===== config.mk =====
export PLATFORM = sky130hd
export DESIGN_NAME = snd_skew
export DESIGN_NICKNAME = d
export VERILOG_FILES = /design/src/rtl/snd_pkg.sv /design/src/rtl/snd_skew.sv
export SDC_FILE = /design/constraint.sdc
export NUM_CORES = 1
export LEC_CHECK = 0
export CORE_ASPECT_RATIO = 0.9
export CORE_MARGIN = 5
export CORE_UTILIZATION = 55
export CTS_CLUSTER_DIAMETER = 80
export CTS_CLUSTER_SIZE = 20
export DETAILED_ROUTE_END_ITERATION = 10
export DONT_BUFFER_PORTS = 1
export PLACE_DENSITY_LB_ADDON = 0.2
export SYNTH_ARGS = -nofsm -noshare
export SYNTH_HDL_FRONTEND = slang
export SYNTH_SLANG_ARGS = --single-unit
export TNS_END_PERCENT = 100

===== constraint.sdc =====
create_clock -name clk -period 8.7 [get_ports clk]
set_clock_uncertainty 0.2 [all_clocks]
set_input_delay 0.87 -clock clk [delete_from_list [all_inputs] [get_ports clk]]
set_output_delay 0.87 -clock clk [all_outputs]
set_load 0.02 [all_outputs]

===== src/rtl/snd_pkg.sv =====
// Shared types, widths and constants of the 3D simplex noise pipeline.
// No dependencies; every other rtl file imports this package.
`default_nettype none
package snd_pkg;

	localparam int COORD_W  = 32;
	localparam int SUM_W    = 34;
	localparam int INT_FRAC = 28;
	localparam int OFS_W    = 30;
	localparam int SQ_W     = 60;
	localparam int T_W      = 28;
	localparam int G_W      = 32;
	localparam int PROD_W   = 61;
	localparam int TERM_W   = PROD_W - (INT_FRAC - 3);
	localparam int ACC_W    = TERM_W + 2;
	localparam int OUT_W    = 19;
	localparam int NSTAGE   = 15;

	localparam logic [T_W-1:0] T_LIMIT = 28'd161061274;

	localparam logic [1:0] AXIS_X = 2'd0;
	localparam logic [1:0] AXIS_Y = 2'd1;
	localparam logic [1:0] AXIS_Z = 2'd2;

	typedef struct packed {
		logic [1:0] hi;
		logic [1:0] mid;
	} order_t;

	localparam logic [5:0] HASH_TAB [8] = '{6'd21, 6'd56, 6'd50, 6'd44, 6'd13, 6'd19, 6'd7, 6'd42};

	function automatic logic [5:0] tab_pick(input logic a, input logic b, input logic c);
		return HASH_TAB[{a, b, c}];
	endfunction

	// low six bits of the bit-shuffle hash
	function automatic logic [5:0] hash6(input logic [7:0] p, input logic [7:0] q,
			input logic [7:0] r);
		logic [5:0] s;
		s = tab_pick(p[0], q[0], r[0]) + tab_pick(q[1], r[1], p[1])
			+ tab_pick(r[2], p[2], q[2]) + tab_pick(p[3], q[3], r[3])
			+ tab_pick(q[4], r[4], p[4]) + tab_pick(r[5], p[5], q[5])
			+ tab_pick(p[6], q[6], r[6]) + tab_pick(q[7], r[7], p[7]);
		return s;
	endfunction

endpackage
`default_nettype wire


===== src/rtl/snd_skew.sv =====
// Skew stages s1 to s4: floor of sum/3, lattice cell and fractional offsets.
// Depends on snd_pkg.
`default_nettype none
module snd_skew #(
	parameter int FRAC_BITS = 16
) (
	input  wire logic                                clk,
	input  wire logic [3:0]                          en,
	input  wire logic signed [snd_pkg::COORD_W-1:0]  coord_x,
	input  wire logic signed [snd_pkg::COORD_W-1:0]  coord_y,
	input  wire logic signed [snd_pkg::COORD_W-1:0]  coord_z,
	output logic [FRAC_BITS-1:0]                     fx,
	output logic [FRAC_BITS-1:0]                     fy,
	output logic [FRAC_BITS-1:0]                     fz,
	output logic [7:0]                               cx,
	output logic [7:0]                               cy,
	output logic [7:0]                               cz,
	output logic [1:0]                               rem
);
	import snd_pkg::*;

	localparam logic [20:0] DIV3_M = 21'd699051;
	localparam logic [SUM_W-1:0] SUM_OFS = 34'h1_8000_0000;
	localparam logic signed [SUM_W-1:0] HALF = 34'sh0_8000_0000;

	// exact floor(n/3) for n below 3*2^17
	function automatic logic [16:0] div3_19(input logic [18:0] n);
		logic [39:0] p;
		p = 40'(n) * 40'(DIV3_M);
		return p[37:21];
	endfunction

	logic signed [SUM_W-1:0] sum_d;
	logic [SUM_W-1:0] n_d;
	logic signed [COORD_W-1:0] x_s1, y_s1, z_s1, x_s2, y_s2, z_s2, x_s3, y_s3, z_s3;
	logic [SUM_W-1:0] n_s1, n_s2;
	logic [16:0] qa_s2, qa_s3, qv_s3;
	logic [18:0] v_s3;
	logic [1:0] q3a, ra_d, q3v, rem_d;
	logic [18:0] v_d;
	logic signed [SUM_W-1:0] third_d, skx_d, sky_d, skz_d;

	assign sum_d = {{2{coord_x[31]}}, coord_x} + {{2{coord_y[31]}}, coord_y}
		+ {{2{coord_z[31]}}, coord_z};
	assign n_d = $unsigned(sum_d) + SUM_OFS;

	always_ff @(posedge clk) begin
		if (en[0]) begin
			x_s1 <= coord_x;
			y_s1 <= coord_y;
			z_s1 <= coord_z;
			n_s1 <= n_d;
		end
	end

	always_ff @(posedge clk) begin
		if (en[1]) begin
			x_s2  <= x_s1;
			y_s2  <= y_s1;
			z_s2  <= z_s1;
			n_s2  <= n_s1;
			qa_s2 <= div3_19({2'b00, n_s1[33:17]});
		end
	end

	assign q3a  = 2'({qa_s2[0], 1'b0} + qa_s2[1:0]);
	assign ra_d = n_s2[18:17] - q3a;
	assign v_d  = {ra_d, n_s2[16:0]};

	always_ff @(posedge clk) begin
		if (en[2]) begin
			x_s3  <= x_s2;
			y_s3  <= y_s2;
			z_s3  <= z_s2;
			qa_s3 <= qa_s2;
			v_s3  <= v_d;
			qv_s3 <= div3_19(v_d);
		end
	end

	assign q3v     = 2'({qv_s3[0], 1'b0} + qv_s3[1:0]);
	assign rem_d   = v_s3[1:0] - q3v;
	assign third_d = $signed({qa_s3, 17'd0} + {17'd0, qv_s3}) - HALF;
	assign skx_d   = {{2{x_s3[31]}}, x_s3} + third_d;
	assign sky_d   = {{2{y_s3[31]}}, y_s3} + third_d;
	assign skz_d   = {{2{z_s3[31]}}, z_s3} + third_d;

	always_ff @(posedge clk) begin
		if (en[3]) begin
			fx  <= skx_d[FRAC_BITS-1:0];
			fy  <= sky_d[FRAC_BITS-1:0];
			fz  <= skz_d[FRAC_BITS-1:0];
			cx  <= skx_d[FRAC_BITS+7:FRAC_BITS];
			cy  <= sky_d[FRAC_BITS+7:FRAC_BITS];
			cz  <= skz_d[FRAC_BITS+7:FRAC_BITS];
			rem <= rem_d;
		end
	end

endmodule
`default_nettype wire


# Yosys cells after proc, flatten, opt, wreduce, memory -nomap -nowiden
# Index checks and enable logic that the tools add are counted.
# classes
n_addsub	12
mul	2
# op_table
operator	n
$add 24x24->24	3
$mul 19x20->38 const B	1
$add 33x32->34	1
$add 34x33->34 const B	1
$add 32x32->33	1
$mul 17x20->28 const B	1
$add 24x17->24	1
$sub 24x1->24 const B	1
$add 2x2->2	2
$sub 2x2->2	2
# word_totals
wordCells	36
register_bits	376

# Depth between registers and ports, before layout
# logic_depth
word_depth	3
mapped_depth	25

# Worst setup path before layout
# OpenSTA, ideal clock, no wires.
# synth_path
path_kind	flip-flop to flip-flop
start	register qa_s2[0]
end	register qv_s3[11], data pin
synth_period_minus_slack_ns	6.051
setup_time_ns	0.258
required_time_ns	8.242
stages_incl_launch_ff	24
setup_slack_ns	2.649
arrival_time_ns	5.593
path_cell_list	edfxtp_1 -> ha_1 -> xnor2_1 -> xnor2_1 -> ha_1 -> inv_1 -> fa_1 -> fa_1 -> inv_1 -> fa_1 -> inv_1 -> fa_1 -> fa_1 -> inv_1 -> ha_1 -> a21o_1 -> a21o_1 -> a21oi_1 -> o21ai_0 -> nor4_1 -> o31ai_1 -> a21o_1 -> a21oi_1 -> xnor2_1
# synth_via
elab_chain_cells	3
# synth_rtl
item	line	source
start: declaration	snd_skew.sv:37	logic [16:0] qa_s2, qa_s3, qv_s3;
start signal: assignment	snd_skew.sv:62	qa_s2 <= div3_19({2'b00, n_s1[33:17]});
$add 2x2->2	snd_skew.sv:66	assign q3a = 2'({qa_s2[0], 1'b0} + qa_s2[1:0]);
$sub 2x2->2	snd_skew.sv:67	assign ra_d = n_s2[18:17] - q3a;
$mul 19x20->38	snd_skew.sv:29	p = 40'(n) * 40'(DIV3_M);
end signal: assignment	snd_skew.sv:77	qv_s3 <= div3_19(v_d);
end: declaration	snd_skew.sv:37	
# Every way passes these cells.
# A chain may end at the register's enable or synchronous reset.

# Worst setup path after layout
# layout_path
start	register qa_s2[0]
end	register qv_s3[13], data pin
# The elaborated chain is that of the path after synthesis.

==> metrics <==
compound-cell area share of the yosys netlist 0.0815; max frequency 146 MHz; Max Cap Violations 0; first-pass GRT wire length 84.7 mm; Area contributors post-synth edfxtp_1 44%, ha_1 17%, fa_1 17%, inv_1 4.8%, xnor2_1 3.1%; Die Width 238 µm; vias per std cell 5.54; grt total ovfl 0; Synth area leader edfxtp_1; DRC 0; layout cell share with drive strength beyond 1 0.0265; gpl congestion 0.909; worst path cell trace ha_1 -> xnor2_1 -> xnor2_1 -> ha_1 -> inv_1 -> fa_1 -> fa_1 -> fa_1 -> xor2_1 -> ha_1 -> inv_1 -> fa_1 -> inv_1 -> ha_1 -> nand3_1 -> nor2_1 -> nand2_1 -> o31ai_1 -> nor4_1 -> o31ai_1 -> nand2b_1 -> a21boi_0 -> xor2_1; CTS H-tree depth 1; Skew-Pair Late Insertion Delay 0.56 ns; crit path DAT 6.92 ns; CP required 8.80 ns; Gate Count Post-Synth 2003; Simple-Gate Fraction of Synth Area 0.0507; Final Hold Viols 0; mux contribution to synthesized area 0.000388; WL final 52.4 mm; fin util 0.589; status complete, no violations; Initial DRC Count 1070; Synth Area in Adders 0.338; post-synthesis async set-or-reset flop share 0; Final ANT Viol Nets 0; most frequent cell after synthesis edfxtp_1; drt wl/cell 19.8 µm; Synth Net Count 2673; CTS tree yes; Sequential cell area 11300 µm²; initial antenna violation count 0; Slowest-stage cell, CP fa_1; setup bufs post-CTS 0; RSZ-0062 raised after global routing no; Hold Path Class input pin to flop; fin. max-slew vios 0; Tcrit/Tclk final 0.785; cts bufs inserted 26; Synth Register Bits 376; Min Clock Period, post-route 6.83 ns; First-pass DRT Iterations 5; synth cell count leaders 376 x edfxtp_1, 354 x ha_1, 331 x inv_1; I/O Buffers 0; Area Growth Syn to Fin 6.11%; Core Rows 75; total number of vias 14700; Root Driver clkbuf_16; Die H 216 µm; largest family of logic cells by synthesized area adder cells; Max FO, Critical Path 6; Final setup viols 0; Worst Hold Depth 0; Synth Area in XOR/XNOR 0.0431; final setup TNS 0 ns; # fillers 3710; share of the synthesized area in the top cell type 0.437; Avg Inst Size Synth 12.9 µm²; worst r2r path cells 23; diodes inserted 0; clock transition at the registers of the reported paths 0.09 ns; Ys Warns 0; clk sink count 376; Post-synth EDFFs 376; Slew headroom 0.426; core area 46500 µm²; Synth cell types 71; largest buffer count on any clock path 3; Setup CP Type flop to flop; CP Launch Type flop; Top FF cell, synth edfxtp_1; Initial Utilization 0.555; CP Buf/Inv Count 3; CP top delay family adder cells; Resize count post-CTS 0; sequential fraction of the synthesis area 0.437; critical path depth 23; Synth Cell Area 25800 µm²; HPWL Detailed 42.7 mm; CP peak stage delay 0.60 ns; vias in the first global route 15400; area of the multi-input gates 13300 µm²; die area 51400 µm²; CP Capture Type flop; hold slack 0.202 ns; final net count 2696; largest net degree at the start of global routing 107; IO Pins 175; hold_buf cts 0; Tightest Pin Transition 0.855 ns; GR Util All Layers 0.207
-- per-layer routing --
| metal | track usage | part of all wire |
|---|---|---|
| met5 | 0 | 0 |
| met4 | 0.0312 | 0.011 |
| met3 | 0.0216 | 0.040 |
| met2 | 0.331 | 0.47 |
| met1 | 0.319 | 0.48 |
-- state kept, by name, indices dropped and copies added, names as in the netlist, 19 cells and up --
register	flops
n_s1	34
x_s1	24
x_s2	24
x_s3	24
y_s1	24
y_s2	24
y_s3	24
z_s1	24
z_s2	24
z_s3	24
n_s2	19
-- final cells by class --
type	instances	area share
Sequential cell	376	0.412
Clock inverter	12	0.00580
Multi-Input combinational cell	1291	0.484
Clock buffer	27	0.0247
Tap cell	616	0.0281
Inverter	331	0.0453
-- worst reg2reg max path: stages, from the launching register on --
cell and delay [ns]:
edfxtp_1 0.43, ha_1 0.21, xnor2_1 0.13, xnor2_1 0.31
ha_1 0.24, inv_1 0.09, fa_1 0.60, fa_1 0.51
fa_1 0.49, xor2_1 0.20, ha_1 0.29, inv_1 0.05
fa_1 0.47, inv_1 0.04, ha_1 0.40, nand3_1 0.11
nor2_1 0.26, nand2_1 0.11, o31ai_1 0.33, nor4_1 0.16
o31ai_1 0.46, nand2b_1 0.17, a21boi_0 0.22, xor2_1 0.09
-- through the flow --
step	area, µm²	setup slack, ns	cells
floorplan	25800	2.65	2003
global placement	26600	2.03	2614
detailed placement	26600	1.82	2614
CTS	27400	1.82	2653
global route	27400	1.28	2653
finish	27400	1.87	2653
-- logic make-up (layout without fill, tap and decap cells) --
group	Yosys count	after routing
adder cells (fa/ha/maj)	569	569
AO/OA/AOI/OAI	319	319
multiplexers	1	1
XOR/XNOR	127	127
buffers and inverters	336	370
AND/OR/NAND/NOR	275	275
flip-flops	376	376
-- cells in the final DEF (no fill, tap or decap), drive strengths merged, types with 7 or more instances in the layout --
cell type | synthesis | final
and2 | 8 | 8
nand2b | 11 | 11
a31oi | 9 | 9
nand2 | 56 | 56
o21a | 18 | 18
nor2 | 95 | 95
nor2b | 17 | 17
xnor2 | 90 | 90
or3 | 9 | 9
a211oi | 11 | 11
o21bai | 14 | 14
edfxtp | 376 | 376
a21o | 49 | 49
a21oi | 102 | 102
nand4 | 11 | 11
nor3 | 19 | 19
a21boi | 7 | 7
o21ai | 61 | 61
fa | 215 | 215
clkbuf | 2 | 27
ha | 354 | 354
nand3 | 26 | 26
inv | 331 | 336
xor2 | 37 | 37
-- final timing paths --
check / start / endpoint / slack, ns
worst max-delay path: qa_s2[0] / qv_s3[13] / 1.87
worst min-delay path: coord_y[16] / y_s1[16] / 0.20
worst max register to register: qa_s2[0] / qv_s3[13] / 1.87
worst min register to register: z_s2[12] / z_s3[12] / 0.21
Power is not shown: default switching activity piles up to over one toggle a cycle in this logic, so the estimate is an artifact.
