==> src/rtl/snd_pkg.sv <==
// Shared types, widths and constants of the 3D simplex noise pipeline.
// No dependencies; every other rtl file imports this package.
`default_nettype none
package snd_pkg;

	localparam int COORD_W  = 32;
	localparam int SUM_W    = 34;
	localparam int INT_FRAC = 28;
	localparam int OFS_W    = 30;
	localparam int SQ_W     = 60;
	localparam int T_W      = 28;
	localparam int G_W      = 32;
	localparam int PROD_W   = 61;
	localparam int TERM_W   = PROD_W - (INT_FRAC - 3);
	localparam int ACC_W    = TERM_W + 2;
	localparam int OUT_W    = 19;
	localparam int NSTAGE   = 15;

	localparam logic [T_W-1:0] T_LIMIT = 28'd161061274;

	localparam logic [1:0] AXIS_X = 2'd0;
	localparam logic [1:0] AXIS_Y = 2'd1;
	localparam logic [1:0] AXIS_Z = 2'd2;

	typedef struct packed {
		logic [1:0] hi;
		logic [1:0] mid;
	} order_t;

	localparam logic [5:0] HASH_TAB [8] = '{6'd21, 6'd56, 6'd50, 6'd44, 6'd13, 6'd19, 6'd7, 6'd42};

	function automatic logic [5:0] tab_pick(input logic a, input logic b, input logic c);
		return HASH_TAB[{a, b, c}];
	endfunction

	// low six bits of the bit-shuffle hash
	function automatic logic [5:0] hash6(input logic [7:0] p, input logic [7:0] q,
			input logic [7:0] r);
		logic [5:0] s;
		s = tab_pick(p[0], q[0], r[0]) + tab_pick(q[1], r[1], p[1])
			+ tab_pick(r[2], p[2], q[2]) + tab_pick(p[3], q[3], r[3])
			+ tab_pick(q[4], r[4], p[4]) + tab_pick(r[5], p[5], q[5])
			+ tab_pick(p[6], q[6], r[6]) + tab_pick(q[7], r[7], p[7]);
		return s;
	endfunction

endpackage
`default_nettype wire

==> src/rtl/snd_offset.sv <==
// Stages s5 and s6: corner order and the unskewed offsets divided by three.
// Depends on snd_pkg.
`default_nettype none
module snd_offset #(
	parameter int FRAC_BITS = 16
) (
	input  wire logic                        clk,
	input  wire logic [1:0]                  en,
	input  wire logic [FRAC_BITS-1:0]        fx,
	input  wire logic [FRAC_BITS-1:0]        fy,
	input  wire logic [FRAC_BITS-1:0]        fz,
	input  wire logic [7:0]                  cx,
	input  wire logic [7:0]                  cy,
	input  wire logic [7:0]                  cz,
	input  wire logic [1:0]                  rem,
	output logic signed [FRAC_BITS+2:0]      qd_x,
	output logic signed [FRAC_BITS+2:0]      qd_y,
	output logic signed [FRAC_BITS+2:0]      qd_z,
	output logic [1:0]                       rd,
	output snd_pkg::order_t                  ord,
	output logic [7:0]                       cx_o,
	output logic [7:0]                       cy_o,
	output logic [7:0]                       cz_o
);
	import snd_pkg::*;

	localparam int NW = FRAC_BITS + 2;
	localparam int QW = FRAC_BITS + 3;
	localparam int E  = NW + 1;
	localparam logic [NW-1:0] RCP = NW'((2 ** E + 2) / 3);

	logic [NW-1:0] n2_d, n2_s5;
	logic [2*NW-1:0] prod_d;
	logic [FRAC_BITS:0] qs_s5;
	logic [FRAC_BITS-1:0] fx_s5, fy_s5, fz_s5;
	logic [7:0] cx_s5, cy_s5, cz_s5;
	logic ge_xz, ge_xy, ge_yz;
	logic [1:0] hi_d, lo_d;
	logic [2:0] mid_n;
	order_t ord_d, ord_s5;
	logic [1:0] rd_d;

	assign n2_d   = NW'(fx) + NW'(fy) + NW'(fz) + NW'(2) - NW'(rem);
	assign prod_d = (2*NW)'(n2_d) * (2*NW)'(RCP);

	assign ge_xz = fx >= fz;
	assign ge_xy = fx >= fy;
	assign ge_yz = fy >= fz;

	always_comb begin
		if (ge_xz) hi_d = ge_xy ? AXIS_X : AXIS_Y;
		else hi_d = ge_yz ? AXIS_Y : AXIS_Z;
		if (!ge_xz) lo_d = !ge_xy ? AXIS_X : AXIS_Y;
		else lo_d = !ge_yz ? AXIS_Y : AXIS_Z;
		mid_n = 3'd3 - {1'b0, hi_d} - {1'b0, lo_d};
		ord_d.hi = hi_d;
		ord_d.mid = (mid_n > 3'd2) ? AXIS_Z : mid_n[1:0];
	end

	always_ff @(posedge clk) begin
		if (en[0]) begin
			n2_s5  <= n2_d;
			qs_s5  <= prod_d[E +: FRAC_BITS+1];
			fx_s5  <= fx;
			fy_s5  <= fy;
			fz_s5  <= fz;
			cx_s5  <= cx;
			cy_s5  <= cy;
			cz_s5  <= cz;
			ord_s5 <= ord_d;
		end
	end

	// remainder is 0..2, so two bits of arithmetic suffice
	assign rd_d = 2'({qs_s5[0], 1'b0} + qs_s5[1:0] + 2'd2 - n2_s5[1:0]);

	always_ff @(posedge clk) begin
		if (en[1]) begin
			qd_x <= $signed({2'b00, fx_s5, 1'b0} - {2'b00, qs_s5});
			qd_y <= $signed({2'b00, fy_s5, 1'b0} - {2'b00, qs_s5});
			qd_z <= $signed({2'b00, fz_s5, 1'b0} - {2'b00, qs_s5});
			rd   <= rd_d;
			ord  <= ord_s5;
			cx_o <= cx_s5;
			cy_o <= cy_s5;
			cz_o <= cz_s5;
		end
	end

endmodule
`default_nettype wire

==> config.mk <==
export PLATFORM = sky130hd
export DESIGN_NAME = snd_offset
export DESIGN_NICKNAME = d
export VERILOG_FILES = /design/src/rtl/snd_pkg.sv /design/src/rtl/snd_offset.sv
export SDC_FILE = /design/constraint.sdc
export NUM_CORES = 1
export LEC_CHECK = 0
export BUFFER_PORTS_ARGS = -buffer_cell sky130_fd_sc_hd__buf_4
export CAP_MARGIN = 20
export CORE_MARGIN = 3
export CORE_UTILIZATION = 50
export CTS_BUF_LIST = sky130_fd_sc_hd__clkbuf_4 sky130_fd_sc_hd__clkbuf_8
export DETAILED_ROUTE_END_ITERATION = 16
export PLACE_DENSITY = 0.69
export RECOVER_POWER = 25
export SYNTH_ARGS = -nofsm -noshare
export SYNTH_HDL_FRONTEND = slang
export SYNTH_SLANG_ARGS = --single-unit
==> constraint.sdc <==
create_clock -name clk -period 19.65 [get_ports clk]
set_clock_uncertainty 0.05 [all_clocks]
set_input_delay 0.9825 -clock clk [delete_from_list [all_inputs] [get_ports clk]]
set_output_delay 0.9825 -clock clk [all_outputs]
set_load 0.05 [all_outputs]
Yosys cells after proc, flatten, opt, wreduce, memory -nomap -nowiden:

Index checks and enable logic that the tools add are counted.

* register bits after elaboration: 182
* bits of input ports: 77
* logic and storage cells: 42

* add/subtract/negate cells: 12
* multipliers: 1
* $lt $le $gt $ge: 4
* muxes and demuxes: 6

Operator list (count)
* 17-bit by 17-bit subtractor with 18-bit output: 3
* 16-bit >= comparator: 3
* 18-bit by 18-bit multiplier with 36-bit output, second input constant: 1
* 17-bit by 16-bit adder with 18-bit output: 1
* 18-bit by 2-bit adder with 18-bit output, second input constant: 1
* 18-bit by 2-bit subtractor with 18-bit output: 1
* 16-bit by 16-bit adder with 17-bit output: 1
* 2-bit 2-to-1 mux: 4
* 3-bit by 2-bit > comparator with 1-bit output, second input constant: 1
* 2-bit by 2-bit subtractor with 3-bit output, first input constant: 1
* 3-bit by 2-bit subtractor with 3-bit output: 1
* 2-bit adder: 1
* 2-bit adder, second input constant: 1
* 1-bit 2-to-1 mux: 2
* 2-bit subtractor: 1

Longest topological paths before layout:

Gate-level depths: netlist (run 1).

* depth after elaboration: 6
* mapped depth: 35

Worst setup path after synthesis (run 1):

OpenSTA, ideal clock, no wires.

* kind: input-to-reg
* start point: input port fx[0]
* end point: register qs_s5[15], data pin
* setup time: 0.262 ns
* arrival time: 8.770 ns
* slack: 10.568 ns
* stages on the path: 35
* buffers on the path: 0
* cells stage by stage: inv_1 > ha_1 > fa_1 > inv_1 > fa_1 > fa_1 > a21o_1 > a21oi_1 > o21bai_1 > a21oi_1 > o21bai_1 > a21oi_1 > o21ai_0 > a21oi_1 > xnor2_1 > ha_1 > ha_1 > inv_1 > fa_1 > inv_1 > fa_1 > fa_1 > inv_1 > fa_1 > inv_1 > ha_1 > inv_1 > a21oi_1 > a311oi_1 > o211a_1 > o31ai_4 > a211o_2 > a21oi_2 > o21ai_1 > xor2_1

* longest elaborated chain between the ends: 5

RTL lines
* start: declaration: RTL line snd_offset.sv:9 `input wire logic [FRAC_BITS-1:0] fx,`
* 16-bit by 16-bit adder with 17-bit output: RTL line snd_offset.sv:43 `assign n2_d = NW'(fx) + NW'(fy) + NW'(fz) + NW'(2) - NW'(rem);`
* 17-bit by 16-bit adder with 18-bit output: RTL line snd_offset.sv:43
* 18-bit by 2-bit adder with 18-bit output: RTL line snd_offset.sv:43
* 18-bit by 2-bit subtractor with 18-bit output: RTL line snd_offset.sv:43
* 18-bit by 18-bit multiplier with 36-bit output: RTL line snd_offset.sv:44 `assign prod_d = (2*NW)'(n2_d) * (2*NW)'(RCP);`
* net prod_d[34]: RTL line snd_offset.sv:33 `logic [2*NW-1:0] prod_d;`
* end signal: assignment: RTL line snd_offset.sv:63 `qs_s5 <= prod_d[E +: FRAC_BITS+1];`
* end: declaration: RTL line snd_offset.sv:34 `logic [FRAC_BITS:0] qs_s5;`

The timed path passes the listed nets, and every way through them passes these cells.
A chain may end at the register's enable or synchronous reset.

Worst setup path after layout (run 1):

* start point: input port fx[0]
* end point: register qs_s5[14], data pin

Same word-level chain as after synthesis.

==> reports/metrics.cfg, run 1 <==
[sta]
slew_headroom=0.0531
fmax_mhz=106
grt_setup_unrepaired=no
worst_slack_ns=10.21
hold_viol_final=0
slew_violations=0
finalSetupViolCount=0
fin_setup_tns_ns=0
tightest_slew_ns=1.42
post-route-min-period_ns=9.44
fin_crit_sh=0.480

[drt]
firstDrtPassIters=7
wl_mm=34.2
ant_nets=0
first_iter_violations=537
via_per_inst=5.19
wl_per_cell_um=16.9
vias=10500
drc_errors=0

[setup_path]
slowest_delay_ns=0.55
regToRegStartpoint=qs_s5[0]
crit_path_start=fx[0]
worstPathArrival_ns=9.62
r2r-end=qd_z[16]
crit_buf_inv=5
crit_path_top_delay_cell=fa_1
critPathCapture=qs_s5[14]
critPathKind=in -> reg
crit_path_frequent_cell=fa_1
worst_r2r_path_depth=10
worstPathMaxFanout=5
path_delay_family=adder cells
r2r_slack_ns=16.22
critPathLaunchType=primary input
cp.required_ns=19.83
end_kind=flip-flop
crit_cells=34

[synth]
ys_types=56
yosys_register_bits=177
syn_nets=1927
synth.largest_area_cell=edfxtp_1
synth_ff_type=edfxtp_1
synth_top_cell_area_share=0.334
synthArstFlopShare=0
synth-edff-count=177
syn_inst=1437
synthTopCellsByArea=edfxtp_1, ha_1, fa_1
synthesis.area_um2=15900
ys_warn_count=0
seq_area_frac_synth=0.334
syn_avg_cell_area_um2=11.1

[floorplan]
die_height_um=184
core_area_um2=31000
rows=64
io_pins=164
start_util=0.513
die_w_um=184
dieArea_um2=34000

[clock_network]
cts.sinks=177
cts_tree=yes
hold_buffers=0
cts_max_path_buffers=2
post_cts_buffers=0
cts_root_buf=clkbuf_8
htreeDepth=4
clk_pin_slew_ns=0.08
cts_resized=0
clkLatencyLatePin_ns=0.47
cts_buffers=17

[placed_design]
portBuffers=163
hpwl_mm=29.1
dp_slack_ns=9.70
place_congestion=0.931
post_dp_cell_area_um2=17600

[grt]
overflow=0
grt_use_total=0.209
grt_pass1_vias=11100
grt_pass1_wl_mm=55.7
grt_max_degree=83
antenna_found_initial=2

[layout]
mostFrequentLayoutCells=inv_1, ha_1, edfxtp_1
area_delta_synth_final_pct=11.8
fin_area_um2=17800
drive_above_1_share=0.102
layout.nets=2104
final_common_cell=inv_1

[outcome]
status=complete, no violations

[min_path]
hold_path.class=reg -> reg

[run]
maxCapViolCount=0

## cell families (layout without fill, tap and decap cells)
group	after synthesis	in the layout	share of synthesized area
AO/OA/AOI/OAI	219	219	0.0899
XOR/XNOR	82	82	0.0451
AND/OR/NAND/NOR	192	192	0.0609
multiplexers	2	2	0.00134
adder cells (fa/ha/maj)	413	413	0.384
buffers and inverters	352	540	0.0845
other	0	1	0
flip-flops	177	177	0.334
## through the flow
stage / utilization / hold WS [ns] / cells
floorplan: - / 0.350 / 1437
global placement: 0.568 / 0.351 / 1991
detailed placement: 0.568 / 0.355 / 1991
CTS: 0.580 / 0.375 / 2021
global route: 0.574 / 0.380 / 2022
finish: 0.574 / 0.372 / 2022
## flip-flops by register name (all words and copies together) (netlist names), 8 cells and up
register  cells
qd_x         18
cx_o          8
fz_s5        16
qd_y         17
qs_s5        17
fy_s5        16
cz_s5         8
cz_o          8
fx_s5        16
qd_z         17
cx_s5         8
cy_o          8
cy_s5         8
## worst reg2reg max path, stage by stage (launching register included)
cell and delay (ns):
edfxtp_1 0.60, fa_1 0.53, nand2b_1 0.15, a21boi_0 0.31
o21ai_0 0.24, a211oi_1 0.42, nor3_1 0.12, o21ai_0 0.27
a31o_2 0.23, a31oi_1 0.11, xnor2_1 0.15
## area by class of cell
type	count	area, um2
antenna	1	2.50
sequential	177	5320
clock buffer	20	256
clock inverter	10	113
inverter	345	1290
multi-input combinational	908	9250
timing repair buffer	165	1070
tap	396	495
fill	2660	13200
## metal layers
layer,global-route usage,share of wire
met1,0.267,0.44
met5,0,0.00041
met3,0.0308,0.045
met2,0.365,0.49
met4,0.0738,0.025
## how the worst min path moves through the flow
stage | end | slack [ns] | startpoint | cells past startpoint
after floorplan | cx_o[0] | 0.35 | cx_s5[0] | 0
after global placement | cz_o[6] | 0.35 | cz_s5[6] | 0
after detailed placement | cx_o[0] | 0.35 | cx_s5[0] | 0
after CTS | cy_o[6] | 0.37 | cy_s5[6] | 0
after global routing | cy_o[7] | 0.38 | cy_s5[7] | 0
final | cy_o[6] | 0.37 | cy_s5[6] | 0
## synth_stat cells, types with 7 or more instances
cell type / number
ha_1: 287
o21a_1: 11
nor2b_1: 10
nor3_1: 23
and2_1: 10
fa_1: 126
o21ai_0: 38
nand2b_1: 17
xnor2_1: 54
a21o_1: 36
edfxtp_1: 177
nand3_1: 9
nor2_1: 51
a31oi_1: 7
a21oi_1: 62
inv_1: 345
xor2_1: 28
nand2_1: 33
and3_1: 7
o21bai_1: 14
Power of run 1 is not shown: default switching activity piles up to over one toggle a cycle in this logic, so the estimate is an artifact.
==> inputs of run 2 (changes only) <==
clock period = 9.2 ns   (was 19.65 ns; I/O delays follow)
==> reports/metrics.cfg, run 2 (same netlist as run 1, synthesis figures left out) <==
[sta]
finalSetupViolCount=0
fin_crit_sh=0.945
grt_setup_unrepaired=no
slew_violations=33
fmax_mhz=115
hold_viol_final=0
slew_headroom=-0.171
tightest_slew_ns=1.76
fin_setup_tns_ns=0
post-route-min-period_ns=8.70

[clock_network]
cts_tree=yes
clkLatencyLatePin_ns=0.47
htreeDepth=4
clk_pin_slew_ns=0.09
cts_buffers=17
post_cts_buffers=0
cts_resized=0
hold_buffers=0
cts_max_path_buffers=2
cts.sinks=177
cts_root_buf=clkbuf_8

[layout]
largest_register_ff_count=18
regMostFlops=qd_x
mostFrequentLayoutCells=inv_1, ha_1, edfxtp_1
layout.nets=2129
fillers=2629
final_common_cell=inv_1
drive_above_1_share=0.117
area_delta_synth_final_pct=13.3
fin_area_um2=18000

[drt]
via_per_inst=5.17
ant_nets=0
vias=10600
wl_met1_mm=15.2
top_layer=met4
wl_met3_mm=1.76
wl_mm=34.7
firstDrtPassIters=5
first_iter_violations=630
wl_per_cell_um=16.9
drc_errors=0
wl_met2_mm=16.8

[placed_design]
post_dp_cell_area_um2=17800
place_congestion=0.943
hpwl_mm=29.4
portBuffers=163

[floorplan]
dieArea_um2=34000
die_height_um=184
die_w_um=184
io_pins=164
rows=64
start_util=0.513
core_area_um2=31000

[min_path]
holdPathEnd=fx_s5[0]
hold_path.class=in -> reg
min_path_cells=1
min_from=fx[0]

[grt]
antenna_found_initial=2
overflow=0
grt_max_degree=83
grt_pass1_vias=11000
grt_use_total=0.210
grt_pass1_wl_mm=55.4

[setup_path]
r2r-end=qd_x[14]
crit_path_frequent_cell=fa_1
regToRegStartpoint=qs_s5[0]
critPathLaunchType=primary input
slowest_delay_ns=0.54
end_kind=flip-flop
crit_path_top_delay_cell=fa_1
r2r_slack_ns=5.70
critPathKind=in -> reg
cp.required_ns=9.37
worstPathArrival_ns=8.87
worstPathMaxFanout=4
worst_r2r_path_depth=10

[run]
maxCapViolCount=1

[outcome]
violations=max-capacitance violations, max-slew violations
status=finished with violations

run 2: how the worst max path moves through the flow:
stage           from  slack (ns)   endpoint
2_1_floorplan  fx[0]        0.64  qs_s5[15]
3_3_place_gp   fx[0]        0.12  qs_s5[16]
3_5_place_dp   fx[0]      -0.007  qs_s5[16]
4_1_cts        fx[0]        0.50  qs_s5[16]
5_1_grt        fx[0]        0.04  qs_s5[13]
6_report       fx[0]        0.50  qs_s5[16]
run 2: final cells by class:
type | count | area (um2) | area share
antenna | 2 | 5.00 | 0.000278
clock buffer | 19 | 249 | 0.0138
clock inverter | 13 | 158 | 0.00875
inverter | 345 | 1290 | 0.0718
multi-input combinational | 908 | 9250 | 0.513
sequential | 177 | 5320 | 0.295
tap | 396 | 495 | 0.0275
timing repair buffer | 190 | 1260 | 0.0698
run 2: layer usage:
| layer | GRT usage | vias to the layer above |
|---|---|---|
| li1 | - | 5215 |
| met1 | 0.273 | 5072 |
| met2 | 0.361 | 258 |
| met3 | 0.0312 | 56 |
| met4 | 0.0708 | 0 |
| met5 | 0 | - |
run 2: worst max-delay path: cells and delay by family:
kind | cells | cell delay (ns)
XOR/XNOR | 3 | 0.46
AND/OR/NAND/NOR | 3 | 0.56
adder cells (fa/ha/maj) | 11 | 4.54
buffers and inverters | 5 | 0.35
AO/OA/AOI/OAI | 12 | 2.47
run 2: stage by stage:
step,hold slack (ns),setup slack [ns],cells,utilization
3_5_place_dp,0.355,-0.00734,2016,0.574
4_1_cts,0.0794,0.504,2048,0.587
3_3_place_gp,0.350,0.116,2016,0.574
6_report,0.119,0.502,2050,0.582
5_1_grt,0.0853,0.0429,2050,0.582
2_1_floorplan,0.350,0.641,1437,-
Power of run 2 is left out for the same reason.
